===== config.mk =====
export PLATFORM = sky130hd
export DESIGN_NAME = stick_shaper_arming_failsafe_top_flat
export DESIGN_NICKNAME = d
export VERILOG_FILES = /design/src/rtl/core/ssaf_pkg.sv /design/src/rtl/core/ssaf_stream_if.sv /design/src/rtl/core/ssaf_csr.sv /design/src/rtl/core/ssaf_shape.sv /design/src/rtl/core/stick_shaper_arming_failsafe_top.sv /design/src/flat_wrapper.sv
export SDC_FILE = /design/constraint.sdc
export NUM_CORES = 1
export LEC_CHECK = 0
export ABC_AREA = 0
export ABC_CLOCK_PERIOD_IN_PS = 3470
export BUFFER_PORTS_ARGS = -buffer_cell sky130_fd_sc_hd__buf_4
export CAP_MARGIN = 25
export CORE_MARGIN = 3
export CORE_UTILIZATION = 30
export CTS_BUF_LIST = sky130_fd_sc_hd__clkbuf_8
export DETAILED_ROUTE_END_ITERATION = 16
export PLACE_DENSITY = 0.46
export SYNTH_ARGS = -nofsm -noshare
export SYNTH_HDL_FRONTEND = slang
export SYNTH_SLANG_ARGS = --single-unit

===== constraint.sdc =====
create_clock -name clock -period 3.47 [get_ports clock]
set_clock_uncertainty 0.1 [all_clocks]
set_input_delay 0.694 -clock clock [delete_from_list [all_inputs] [get_ports clock]]
set_output_delay 0.694 -clock clock [all_outputs]
set_load 0.05 [all_outputs]

===== src/rtl/core/ssaf_pkg.sv =====
`timescale 1ns / 1ps
`default_nettype none
// ----------------------------------------------------------------------------
// Stick shaper package
// Types, register map and constants shared by the stick shaper block.
// ----------------------------------------------------------------------------
package ssaf_pkg;

   localparam int unsigned CSR_ADDR_W = 5;
   localparam int unsigned CSR_DATA_W = 32;
   localparam int unsigned GAIN_FRAC  = 14;

   typedef enum logic [1:0] {
      CMD_SAMPLE = 2'd0,
      CMD_MODE   = 2'd1,
      CMD_TICK   = 2'd2
   } cmd_type;

   typedef enum logic [2:0] {
      REG_ROLL_DB   = 3'd0,
      REG_PITCH_DB  = 3'd1,
      REG_YAW_DB    = 3'd2,
      REG_ROLL_GAIN = 3'd3,
      REG_PITCH_GAIN = 3'd4,
      REG_YAW_GAIN  = 3'd5,
      REG_MAX_IVAL  = 3'd6
   } reg_index_type;

   localparam logic [2:0] MODE_OFF  = 3'd1;
   localparam logic [2:0] MODE_OPER = 3'd4;

   localparam logic signed [15:0] ARM_HI = 16'sd31130;
   localparam logic signed [15:0] ARM_LO = -16'sd31130;
   localparam logic [15:0] YAW_MIN_ALT   = 16'd3277;
   localparam logic [31:0] SHAPE_ROUND   = 32'd8192;
   localparam logic [17:0] CMD_MAX       = 18'd32767;

   localparam logic [14:0] RST_ROLL_DB   = 15'd1638;
   localparam logic [14:0] RST_PITCH_DB  = 15'd1638;
   localparam logic [14:0] RST_YAW_DB    = 15'd3277;
   localparam logic [15:0] RST_ROLL_GAIN = 16'd17246;
   localparam logic [15:0] RST_PITCH_GAIN = 16'd17246;
   localparam logic [15:0] RST_YAW_GAIN  = 16'd18204;
   localparam logic [15:0] RST_MAX_IVAL  = 16'd2000;

   typedef struct packed {
      logic [14:0] roll_db;
      logic [14:0] pitch_db;
      logic [14:0] yaw_db;
      logic [15:0] roll_gain;
      logic [15:0] pitch_gain;
      logic [15:0] yaw_gain;
      logic [15:0] max_interval_ms;
   } cfg_type;

   typedef struct packed {
      cmd_type            command;
      logic [31:0]        time_now;
      logic               axes_present;
      logic signed [15:0] roll_axis;
      logic signed [15:0] pitch_axis;
      logic signed [15:0] yaw_axis;
      logic signed [15:0] throttle_axis;
      logic [2:0]         new_mode;
   } req_payload_type;

   typedef struct packed {
      logic signed [15:0] roll_out;
      logic signed [15:0] pitch_out;
      logic signed [15:0] yaw_cmd;
      logic [15:0]        alt_cmd;
      logic               motors_armed;
      logic               enable_sent;
      logic               motor_on;
      logic               estop_out;
   } rsp_payload_type;

endpackage
`default_nettype wire


===== src/rtl/core/ssaf_stream_if.sv =====
`timescale 1ns / 1ps
`default_nettype none
// ----------------------------------------------------------------------------
// Stream channel
// Valid/ready channel carrying one payload item per transfer.
// ----------------------------------------------------------------------------
interface ssaf_stream_if #(
   parameter type payload_type = logic
) ();
   logic        valid;
   logic        ready;
   payload_type data;

   modport source (output valid, output data, input ready);
   modport sink (input valid, input data, output ready);
endinterface
`default_nettype wire


===== src/rtl/core/ssaf_csr.sv =====
`timescale 1ns / 1ps
`default_nettype none
// ----------------------------------------------------------------------------
// Stick shaper registers
// APB-style register file holding deadbands, gains and the sample interval.
// ----------------------------------------------------------------------------
module ssaf_csr (
   input  logic                             clock,
   input  logic                             reset,
   input  logic                             psel,
   input  logic                             penable,
   input  logic                             pwrite,
   input  logic [ssaf_pkg::CSR_ADDR_W-1:0]  paddr,
   input  logic [ssaf_pkg::CSR_DATA_W-1:0]  pwdata,
   output logic [ssaf_pkg::CSR_DATA_W-1:0]  prdata,
   output logic                             pready,
   output ssaf_pkg::cfg_type                cfg
);
   import ssaf_pkg::*;

   cfg_type       cfg_ff;
   cfg_type       cfg_in;
   reg_index_type index;
   logic          write_en;

   assign index    = reg_index_type'(paddr[CSR_ADDR_W-1:2]);
   assign pready   = 1'b1;
   assign write_en = psel & penable & pwrite;
   assign cfg      = cfg_ff;

   always_comb begin
      cfg_in = cfg_ff;
      if (write_en) begin
         unique case (index)
            REG_ROLL_DB:    cfg_in.roll_db         = pwdata[14:0];
            REG_PITCH_DB:   cfg_in.pitch_db        = pwdata[14:0];
            REG_YAW_DB:     cfg_in.yaw_db          = pwdata[14:0];
            REG_ROLL_GAIN:  cfg_in.roll_gain       = pwdata[15:0];
            REG_PITCH_GAIN: cfg_in.pitch_gain      = pwdata[15:0];
            REG_YAW_GAIN:   cfg_in.yaw_gain        = pwdata[15:0];
            REG_MAX_IVAL:   cfg_in.max_interval_ms = pwdata[15:0];
            default:        cfg_in = cfg_ff;
         endcase
      end
   end

   always_comb begin
      unique case (index)
         REG_ROLL_DB:    prdata = {17'd0, cfg_ff.roll_db};
         REG_PITCH_DB:   prdata = {17'd0, cfg_ff.pitch_db};
         REG_YAW_DB:     prdata = {17'd0, cfg_ff.yaw_db};
         REG_ROLL_GAIN:  prdata = {16'd0, cfg_ff.roll_gain};
         REG_PITCH_GAIN: prdata = {16'd0, cfg_ff.pitch_gain};
         REG_YAW_GAIN:   prdata = {16'd0, cfg_ff.yaw_gain};
         REG_MAX_IVAL:   prdata = {16'd0, cfg_ff.max_interval_ms};
         default:        prdata = '0;
      endcase
   end

   always_ff @(posedge clock) begin
      if (reset) begin
         cfg_ff.roll_db         <= RST_ROLL_DB;
         cfg_ff.pitch_db        <= RST_PITCH_DB;
         cfg_ff.yaw_db          <= RST_YAW_DB;
         cfg_ff.roll_gain       <= RST_ROLL_GAIN;
         cfg_ff.pitch_gain      <= RST_PITCH_GAIN;
         cfg_ff.yaw_gain        <= RST_YAW_GAIN;
         cfg_ff.max_interval_ms <= RST_MAX_IVAL;
      end else begin
         cfg_ff <= cfg_in;
      end
   end

endmodule
`default_nettype wire


===== src/rtl/core/ssaf_shape.sv =====
`timescale 1ns / 1ps
`default_nettype none
// ----------------------------------------------------------------------------
// Stick axis shaper
// Inverts one axis, applies the deadband, rescales by the gain and saturates.
// ----------------------------------------------------------------------------
module ssaf_shape (
   input  logic signed [15:0] raw,
   input  logic [14:0]        deadband,
   input  logic [15:0]        gain,
   output logic signed [15:0] cmd
);
   import ssaf_pkg::*;

   logic [15:0] mag;
   logic [15:0] diff;
   logic        above;
   logic [31:0] prod;
   logic [17:0] scaled;
   logic [14:0] sat;

   always_comb begin
      mag    = raw[15] ? (~raw + 16'd1) : raw;
      above  = mag > {1'b0, deadband};
      diff   = mag - {1'b0, deadband};
      prod   = ({16'd0, diff} * {16'd0, gain}) + SHAPE_ROUND;
      scaled = prod[31:GAIN_FRAC];
      sat    = (scaled > CMD_MAX) ? CMD_MAX[14:0] : scaled[14:0];
      if (!above) begin
         cmd = '0;
      end else if (raw[15]) begin
         cmd = {1'b0, sat};
      end else begin
         cmd = -$signed({1'b0, sat});
      end
   end

endmodule
`default_nettype wire


===== src/rtl/core/stick_shaper_arming_failsafe_top.sv =====
`timescale 1ns / 1ps
`default_nettype none
// ----------------------------------------------------------------------------
// Stick shaper with gesture arming and joystick-loss failsafe
// Shapes joystick axes into roll, pitch, yaw and altitude commands.
//
// req_if takes joystick samples, mode updates and publish ticks, one transfer
// per cycle while req_if.ready is high. rsp_if gives one command item per
// publish tick once a joystick sample has been taken; other events give none.
// psel/penable/pwrite write deadbands, gains and the sample interval at
// 4-byte spacing; pready is tied high and reads return the stored value.
// An event is held in an input register, evaluated by the shaping and
// arming logic, and its result lands in the output register. Throughput is
// one event per cycle while rsp_if is not stalled, set by the single
// evaluation stage.
// While rsp_if is stalled with a result pending, the input register still
// advances events that give no result; a tick waits in the input register
// and req_if.ready drops until the output register frees.
// Reset loads register defaults, sets mode off, disarms, clears joystick loss
// and empties both stages.
// ----------------------------------------------------------------------------
module stick_shaper_arming_failsafe_top (
   input  logic                             clock,
   input  logic                             reset,
   ssaf_stream_if.sink                      req_if,
   ssaf_stream_if.source                    rsp_if,
   input  logic                             psel,
   input  logic                             penable,
   input  logic                             pwrite,
   input  logic [ssaf_pkg::CSR_ADDR_W-1:0]  paddr,
   input  logic [ssaf_pkg::CSR_DATA_W-1:0]  pwdata,
   output logic [ssaf_pkg::CSR_DATA_W-1:0]  prdata,
   output logic                             pready
);
   import ssaf_pkg::*;

   cfg_type cfg;

   logic               s1_valid_ff, s1_valid_in;
   req_payload_type    s1_item_ff, s1_item_in;
   logic [2:0]         mode_ff, mode_in;
   logic               have_sample_ff, have_sample_in;
   logic               armed_ff, armed_in;
   logic               link_lost_ff, link_lost_in;
   logic [31:0]        last_time_ff, last_time_in;
   logic signed [15:0] roll_hold_ff, roll_hold_in;
   logic signed [15:0] pitch_hold_ff, pitch_hold_in;
   logic signed [15:0] yaw_hold_ff, yaw_hold_in;
   logic signed [15:0] thr_hold_ff, thr_hold_in;
   logic               rsp_valid_ff, rsp_valid_in;
   rsp_payload_type    rsp_data_ff, rsp_data_in;

   logic               oper;
   logic               tick_result;
   logic               advance;
   logic               req_take;
   logic [31:0]        gap;
   logic               recent;
   logic               thr_low;
   logic [15:0]        thr_u;
   logic [16:0]        alt_sum;
   logic signed [15:0] roll_shaped, pitch_shaped, yaw_shaped;

   ssaf_csr u_csr (
      .clock   (clock),
      .reset   (reset),
      .psel    (psel),
      .penable (penable),
      .pwrite  (pwrite),
      .paddr   (paddr),
      .pwdata  (pwdata),
      .prdata  (prdata),
      .pready  (pready),
      .cfg     (cfg)
   );

   ssaf_shape u_shape_roll (
      .raw (roll_hold_ff), .deadband (cfg.roll_db), .gain (cfg.roll_gain),
      .cmd (roll_shaped)
   );

   ssaf_shape u_shape_pitch (
      .raw (pitch_hold_ff), .deadband (cfg.pitch_db), .gain (cfg.pitch_gain),
      .cmd (pitch_shaped)
   );

   ssaf_shape u_shape_yaw (
      .raw (yaw_hold_ff), .deadband (cfg.yaw_db), .gain (cfg.yaw_gain),
      .cmd (yaw_shaped)
   );

   assign oper        = mode_ff == MODE_OPER;
   assign tick_result = (s1_item_ff.command == CMD_TICK) && have_sample_ff;
   assign advance     = s1_valid_ff & (~tick_result | ~rsp_valid_ff | rsp_if.ready);
   assign req_if.ready = ~s1_valid_ff | advance;
   assign req_take    = req_if.valid & req_if.ready;
   assign gap         = s1_item_ff.time_now - last_time_ff;
   assign recent      = gap < {16'd0, cfg.max_interval_ms};
   assign thr_u       = {~thr_hold_ff[15], thr_hold_ff[14:0]};
   assign alt_sum     = {1'b0, thr_u} + 17'd1;
   assign thr_low     = s1_item_ff.throttle_axis <= ARM_LO;

   assign rsp_if.valid = rsp_valid_ff;
   assign rsp_if.data  = rsp_data_ff;

   always_comb begin
      s1_valid_in    = req_take | (s1_valid_ff & ~advance);
      s1_item_in     = req_take ? req_if.data : s1_item_ff;
      mode_in        = mode_ff;
      have_sample_in = have_sample_ff;
      armed_in       = armed_ff;
      link_lost_in   = link_lost_ff;
      last_time_in   = last_time_ff;
      roll_hold_in   = roll_hold_ff;
      pitch_hold_in  = pitch_hold_ff;
      yaw_hold_in    = yaw_hold_ff;
      thr_hold_in    = thr_hold_ff;
      rsp_valid_in   = rsp_valid_ff & ~rsp_if.ready;
      rsp_data_in    = rsp_data_ff;

      if (advance) begin
         unique case (s1_item_ff.command)
            CMD_SAMPLE: begin
               if (s1_item_ff.axes_present) begin
                  roll_hold_in  = s1_item_ff.roll_axis;
                  pitch_hold_in = s1_item_ff.pitch_axis;
                  yaw_hold_in   = s1_item_ff.yaw_axis;
                  thr_hold_in   = s1_item_ff.throttle_axis;
                  last_time_in = s1_item_ff.time_now;
                  if (!have_sample_ff) begin
                     have_sample_in = 1'b1;
                  end else begin
                     if (oper && (gap > {16'd0, cfg.max_interval_ms})) begin
                        link_lost_in = 1'b1;
                     end
                     if (!oper) begin
                        armed_in = 1'b0;
                     end else if (armed_ff) begin
                        armed_in = ~((s1_item_ff.yaw_axis >= ARM_HI) & thr_low);
                     end else begin
                        armed_in = (s1_item_ff.yaw_axis <= ARM_LO) & thr_low;
                     end
                  end
               end
            end
            CMD_MODE: begin
               mode_in = s1_item_ff.new_mode;
            end
            CMD_TICK: begin
               if (have_sample_ff) begin
                  rsp_valid_in              = 1'b1;
                  rsp_data_in.roll_out      = roll_shaped;
                  rsp_data_in.pitch_out     = pitch_shaped;
                  rsp_data_in.yaw_cmd       = (thr_u >= YAW_MIN_ALT) ? yaw_shaped : '0;
                  rsp_data_in.alt_cmd       = alt_sum[16:1];
                  rsp_data_in.motors_armed  = armed_ff;
                  rsp_data_in.enable_sent   = 1'b0;
                  rsp_data_in.motor_on      = 1'b0;
                  rsp_data_in.estop_out     = 1'b0;
                  priority if (link_lost_ff) begin
                     rsp_data_in.estop_out   = 1'b1;
                     rsp_data_in.enable_sent = 1'b1;
                  end else if (recent) begin
                     rsp_data_in.enable_sent = 1'b1;
                     rsp_data_in.motor_on    = oper & armed_ff;
                  end else if (oper) begin
                     link_lost_in            = 1'b1;
                     rsp_data_in.enable_sent = 1'b1;
                  end
               end
            end
            default: begin
               mode_in = mode_ff;
            end
         endcase
      end
   end

   always_ff @(posedge clock) begin
      if (reset) begin
         s1_valid_ff    <= 1'b0;
         mode_ff        <= MODE_OFF;
         have_sample_ff <= 1'b0;
         armed_ff       <= 1'b0;
         link_lost_ff   <= 1'b0;
         last_time_ff   <= '0;
         roll_hold_ff   <= '0;
         pitch_hold_ff  <= '0;
         yaw_hold_ff    <= '0;
         thr_hold_ff    <= '0;
         rsp_valid_ff   <= 1'b0;
      end else begin
         s1_valid_ff    <= s1_valid_in;
         mode_ff        <= mode_in;
         have_sample_ff <= have_sample_in;
         armed_ff       <= armed_in;
         link_lost_ff   <= link_lost_in;
         last_time_ff   <= last_time_in;
         roll_hold_ff   <= roll_hold_in;
         pitch_hold_ff  <= pitch_hold_in;
         yaw_hold_ff    <= yaw_hold_in;
         thr_hold_ff    <= thr_hold_in;
         rsp_valid_ff   <= rsp_valid_in;
      end
      s1_item_ff  <= s1_item_in;
      rsp_data_ff <= rsp_data_in;
   end

endmodule
`default_nettype wire


===== src/flat_wrapper.sv =====
// flat-port wrapper written by rule: the top's interface ports become plain ports
module stick_shaper_arming_failsafe_top_flat import ssaf_pkg::*;
  (clock, reset, psel, penable, pwrite, paddr, pwdata, prdata, pready, req_if_valid, req_if_data, req_if_ready, rsp_if_valid, rsp_if_data, rsp_if_ready);
  ssaf_stream_if req_if_i ();
  ssaf_stream_if rsp_if_i ();
  input  logic clock;
  input  logic reset;
  input  logic psel;
  input  logic penable;
  input  logic pwrite;
  input  logic [ssaf_pkg::CSR_ADDR_W-1:0] paddr;
  input  logic [ssaf_pkg::CSR_DATA_W-1:0] pwdata;
  output logic [ssaf_pkg::CSR_DATA_W-1:0] prdata;
  output logic pready;
  input wire logic [$bits(req_if_i.valid)-1:0] req_if_valid;
  input wire logic [$bits(req_if_i.data)-1:0] req_if_data;
  output wire logic [$bits(req_if_i.ready)-1:0] req_if_ready;
  output wire logic [$bits(rsp_if_i.valid)-1:0] rsp_if_valid;
  output wire logic [$bits(rsp_if_i.data)-1:0] rsp_if_data;
  input wire logic [$bits(rsp_if_i.ready)-1:0] rsp_if_ready;
  assign req_if_i.valid = req_if_valid;
  assign req_if_i.data = req_if_data;
  assign req_if_ready = req_if_i.ready;
  assign rsp_if_valid = rsp_if_i.valid;
  assign rsp_if_data = rsp_if_i.data;
  assign rsp_if_i.ready = rsp_if_ready;
  stick_shaper_arming_failsafe_top u_core (.clock(clock), .reset(reset), .req_if(req_if_i), .rsp_if(rsp_if_i), .psel(psel), .penable(penable), .pwrite(pwrite), .paddr(paddr), .pwdata(pwdata), .prdata(prdata), .pready(pready));
endmodule

---- Yosys cells after proc, flatten, opt, wreduce, memory -nomap -nowiden ----
Index checks and enable logic that the tools add are counted.
word-level totals
  register bits ........................... 110
  bits of input ports ..................... 45
  output and inout port bits .............. 36
  word-level logic and storage cells ...... 27
operators by class
  equality and inequality tests ........... 6
  muxes and demuxes ....................... 1
  bitwise gates (word level) .............. 4
  reduce and logical (&&, ||, !) cells .... 8
operators by type and width
  cell                                           count
  one-hot mux 16 bit (7 select lines)            1
  AND reduction 2 bit                            7
  == test 3 bit, second input constant           3
  == test 3 x 2 -> 1 bit, second input constant  2
  bitwise AND 1 bit                              3
  == test 3 x 1 -> 1 bit, second input constant  1
  zero test 3 bit                                1
  inverter 1 bit                                 1

---- Longest topological paths before layout ----
  word-level depth ........................ 3
  mapped depth ............................ 5

---- Modules after synthesis ----
A second synthesis with hierarchy kept.
second synthesis, totals
  cells, all modules ...................... 552
  area, all modules ....................... 5368.9 µm²
modules (own cells, without submodules)
  module                            times used  cells each  area an instance (µm²)  seq. area each (µm²)
  ssaf_csr                          1           546         5313.8                  2182.1
  stick_shaper_arming_failsafe_top  1           6           55.1                    20.0

---- Worst setup path after synthesis ----
Ideal clock, no wire load.
  path type ............................... input to output
  start ................................... input paddr[3] in the netlist's numbering
  end ..................................... output prdata[10] in the netlist's numbering
  data arrival time ....................... 2464 ps
  slack ................................... 212 ps
  stages on the path ...................... 4
  path buffers ............................ 1
  cell sequence ........................... nand2b_1 -> clkbuf_1 -> o221a_2 -> a221oi_1
between the ends
  cells in the longest elaborated chain, start to end .. 2
RTL lines
  item                                   RTL line            RTL
  start: declaration                     flat_wrapper.sv:11  input logic [ssaf_pkg::CSR_ADDR_W-1:0] paddr;
  == test 3 bit (tied with other cells)  ssaf_csr.sv:48      unique case (index)
  one-hot mux 16 bit (7 select lines) *  ssaf_csr.sv:48
  end: declaration                       flat_wrapper.sv:13  output logic [ssaf_pkg::CSR_DATA_W-1:0] prdata;
Mark *: on every way between the ends. The rest lies on a longest branch, timed or not.

---- Worst setup path in the final report ----
  start ................................... input paddr[4] in the netlist's numbering
  end ..................................... output prdata[0] in the netlist's numbering
The elaborated chain is that of the path after synthesis.

==> key figures <==
Floorplan
  • Core region area: 17,420 sq um
  • Die ar.: 19,530 sq um
  • Chip Width: 139.8 um
  • Die Y: 139.8 um
  • Initial Utilization: 0.3082
  • Top Ports: 81
  • Row cnt: 48

Route
  • 1st-iter DRT viols: 140
  • Pre-antenna DRT Iters: 4
  • Wirelength per Cell: 17.12 um
  • Residual DRC: 0
  • Vias/cell: 4.755
  • DR vias: 3,742
  • Final WL: 13,480 um
  • Antenna Nets Post-Route: 0

Clock network
  • Clk sinks: 110
  • CTS Buf Count: 9
  • Clk slew on worst S/H paths: 100 ps
  • Clock Tree Root: clkbuf_8
  • CTS tree: done
  • Clock Tree Buf Depth: 2
  • Post-CTS sizing: 0
  • CTS Hold Bufs: 0
  • Post-CTS setup buffers: 0
  • CTS H-tree depth: 3
  • Clk Latency, worst-skew pair: 380 ps

Job
  • Max_cap viols: 0

GRT
  • GR met2 Demand/Resource: 0.2264
  • Antenna violations before repair: 0
  • Grt met1 use: 0.1889
  • Total track usage: 0.1407
  • GR peak layer: met2
  • First-pass GRT wire length: 21,530 um
  • GR Util met3: 0.03986
  • Grt total ovfl: 0
  • Vias in the first global route: 3,844
  • Largest net degree at the start of global routing: 73

Critical path
  • CP max stage cell: buf_4
  • Cell Chain, Critical Path: buf_4, buf_4, mux2i_1, o221a_2, a221oi_1, buf_4
  • Bufs and invs on worst path: 3
  • Crit path max fanout: 26
  • R2R Setup Slk: 2690 ps
  • CP Class: primary input to primary output
  • Cell family with most CP delay: buffers and inverters
  • CP peak stage delay: 390 ps
  • Startpoint Class: primary input
  • Worst EP arrival: 2140 ps
  • Worst setup EP type: primary output
  • WP data required: 2680 ps
  • CP most frequent cell: buf_4

Logic synthesis
  • Library cells used by synthesis: 28
  • Mean area per synthesized cell: 10.13 sq um
  • Cell count after synthesis: 530
  • Post-synthesis simple-gate area fraction: 0.1611
  • Largest family of logic cells by synthesized area: multiplexers
  • Yosys reg bits: 110
  • Register area share after synthesis: 0.4103
  • Ys Warns: 0
  • Post-Synth XOR/XNOR Area: 0
  • Mux cell area share after synthesis: 0.2834
  • Adder-cell share of the synthesized area: 0
  • Cell Area, Synth: 5368 sq um
  • Post-synthesis compound-gate area fraction: 0.06270

Cells and area
  • # nets final: 602
  • Ant. Diodes: 0
  • Share of layout cells above drive strength 1: 0.1673
  • Filler instances: 1,759
  • Post-route cell area: 5963 sq um
  • Finished Layout Cells: 787
  • Finished Core Util: 0.3424
  • Layout area overhead: 11.10%
  • FF/Latch Area: 2202 sq um
  • Multi-input gate area: 2794 sq um

Pwr
  • Leakage power: 2.879 nW
  • VDD IR max: 0.2054 mV
  • P per Cell Area: 396.3 nW/um^2

Hold path
  • Hold Path Class: primary input to flip-flop

Outcome
  • Status: finished, final reports clean

Timing
  • Slew @ Worst Pin: 648.7 ps
  • Final Hold Violating Endpoints: 0
  • Fin crit share: 0.8443
  • Post-route setup slack: 540.4 ps
  • Final Max Slew Viols: 0
  • Setup TNS: 0 ps
  • Fin crit period: 2930 ps
  • Fmax: 341.3 MHz
  • RSZ-0062 raised after global routing: no
  • Rel. slew slack: 0.5660
  • Setup violations, final: 0

Placement
  • Worst slack at placement: 520.0 ps
  • Placed cells: 771
  • Placed Area: 5778 sq um
  • Routability cong.: 0.7198
  • I/O Buffers: 41
  • DP HPWL: 8865 um
layout by cell type (no fill, tap or decap), drive strengths merged, types with 4 or more instances in the layout:
cell    count
a221oi     15
buf        57
clkbuf     12
clkinv      4
conb       19
dfxtp     110
inv        16
mux2i     152
nand2       7
nand2b     78
nor2       58
o221a      15
power breakdown:
| part | leakage (nW) | internal, W | switching, W |
|---|---|---|---|
| Sequential | 0.889 | 0.00127 | 0.00000477 |
| Combinational | 1.89 | 0.000111 | 0.000224 |
| Clock | 0.102 | 0.000316 | 0.000436 |
| Total | 2.88 | 0.00170 | 0.000665 |
path summary, 6_finish.rpt:
path	from	to	cells past startpoint
hold reg to reg	u_core.u_csr.cfg[59]	u_core.u_csr.cfg[59]	2
hold / removal	rsp_if_ready	u_core.rsp_if.valid	2
setup reg to reg	u_core.u_csr.cfg[75]	u_core.u_csr.cfg[75]	1
setup / recovery	paddr[4]	prdata[0]	6
metal layers:
layer,vias up,part of all wire
li1,1838,-
met1,1826,0.49
met2,69,0.46
met3,9,0.037
met4,0,0.0091
met5,-,0
registers in the layout, summed over array words and instances (netlist names):
register,count
u_core.u_csr.cfg,109
u_core.rsp_if.valid,1
synthesized netlist by cell type:
cell type / n / area share
nand2b_1: 78 / 0.091
conb_1: 2 / 0.0014
a211o_1: 2 / 0.0033
buf_4: 32 / 0.045
clkbuf_1: 16 / 0.011
nand3_1: 1 / 0.00093
o221a_2: 15 / 0.031
nor3b_1: 2 / 0.0028
nor2_4: 1 / 0.0021
mux2i_1: 152 / 0.28
nand4b_1: 1 / 0.0016
inv_1: 16 / 0.011
dfxtp_1: 110 / 0.41
and4b_1: 1 / 0.0019
buf_6: 4 / 0.0084
and2_1: 3 / 0.0035
buf_2: 6 / 0.0056
nand2_1: 2 / 0.0014
a21o_1: 1 / 0.0014
and3_1: 3 / 0.0035
o22ai_1: 1 / 0.0012
nor2_1: 57 / 0.040
a221oi_1: 15 / 0.024
and4_1: 1 / 0.0016
nand2_4: 3 / 0.0063
nor2b_1: 2 / 0.0023
nand2_2: 2 / 0.0023
o21ai_0: 1 / 0.00093
logic make-up (layout without fill, tap and decap cells):
| kind of cell | count (synthesis) | after routing |
|---|---|---|
| other | 2 | 19 |
| buffers and inverters | 74 | 89 |
| multiplexers | 152 | 152 |
| flip-flops | 110 | 110 |
| AND/OR/NAND/NOR | 157 | 157 |
| AO/OA/AOI/OAI | 35 | 35 |
metrics by stage:
step           hold WS, ps  total power (W)
6_report             353.2         0.002364
5_1_grt              324.8         0.002464
4_1_cts              329.8         0.002403
3_5_place_dp         362.2         0.001645
3_3_place_gp         354.8         0.001641
2_1_floorplan        334.7         0.001562
final cells by class:
type | instances | area share
well taps | 225 | 0.04721
flip-flops and latches | 110 | 0.3693
multi-input cells | 363 | 0.4685
repair buffers | 57 | 0.07386
clock inverters | 4 | 0.003357
inverters | 16 | 0.01007
clock buffers | 12 | 0.02770
(Power assumes the default switching activity.)
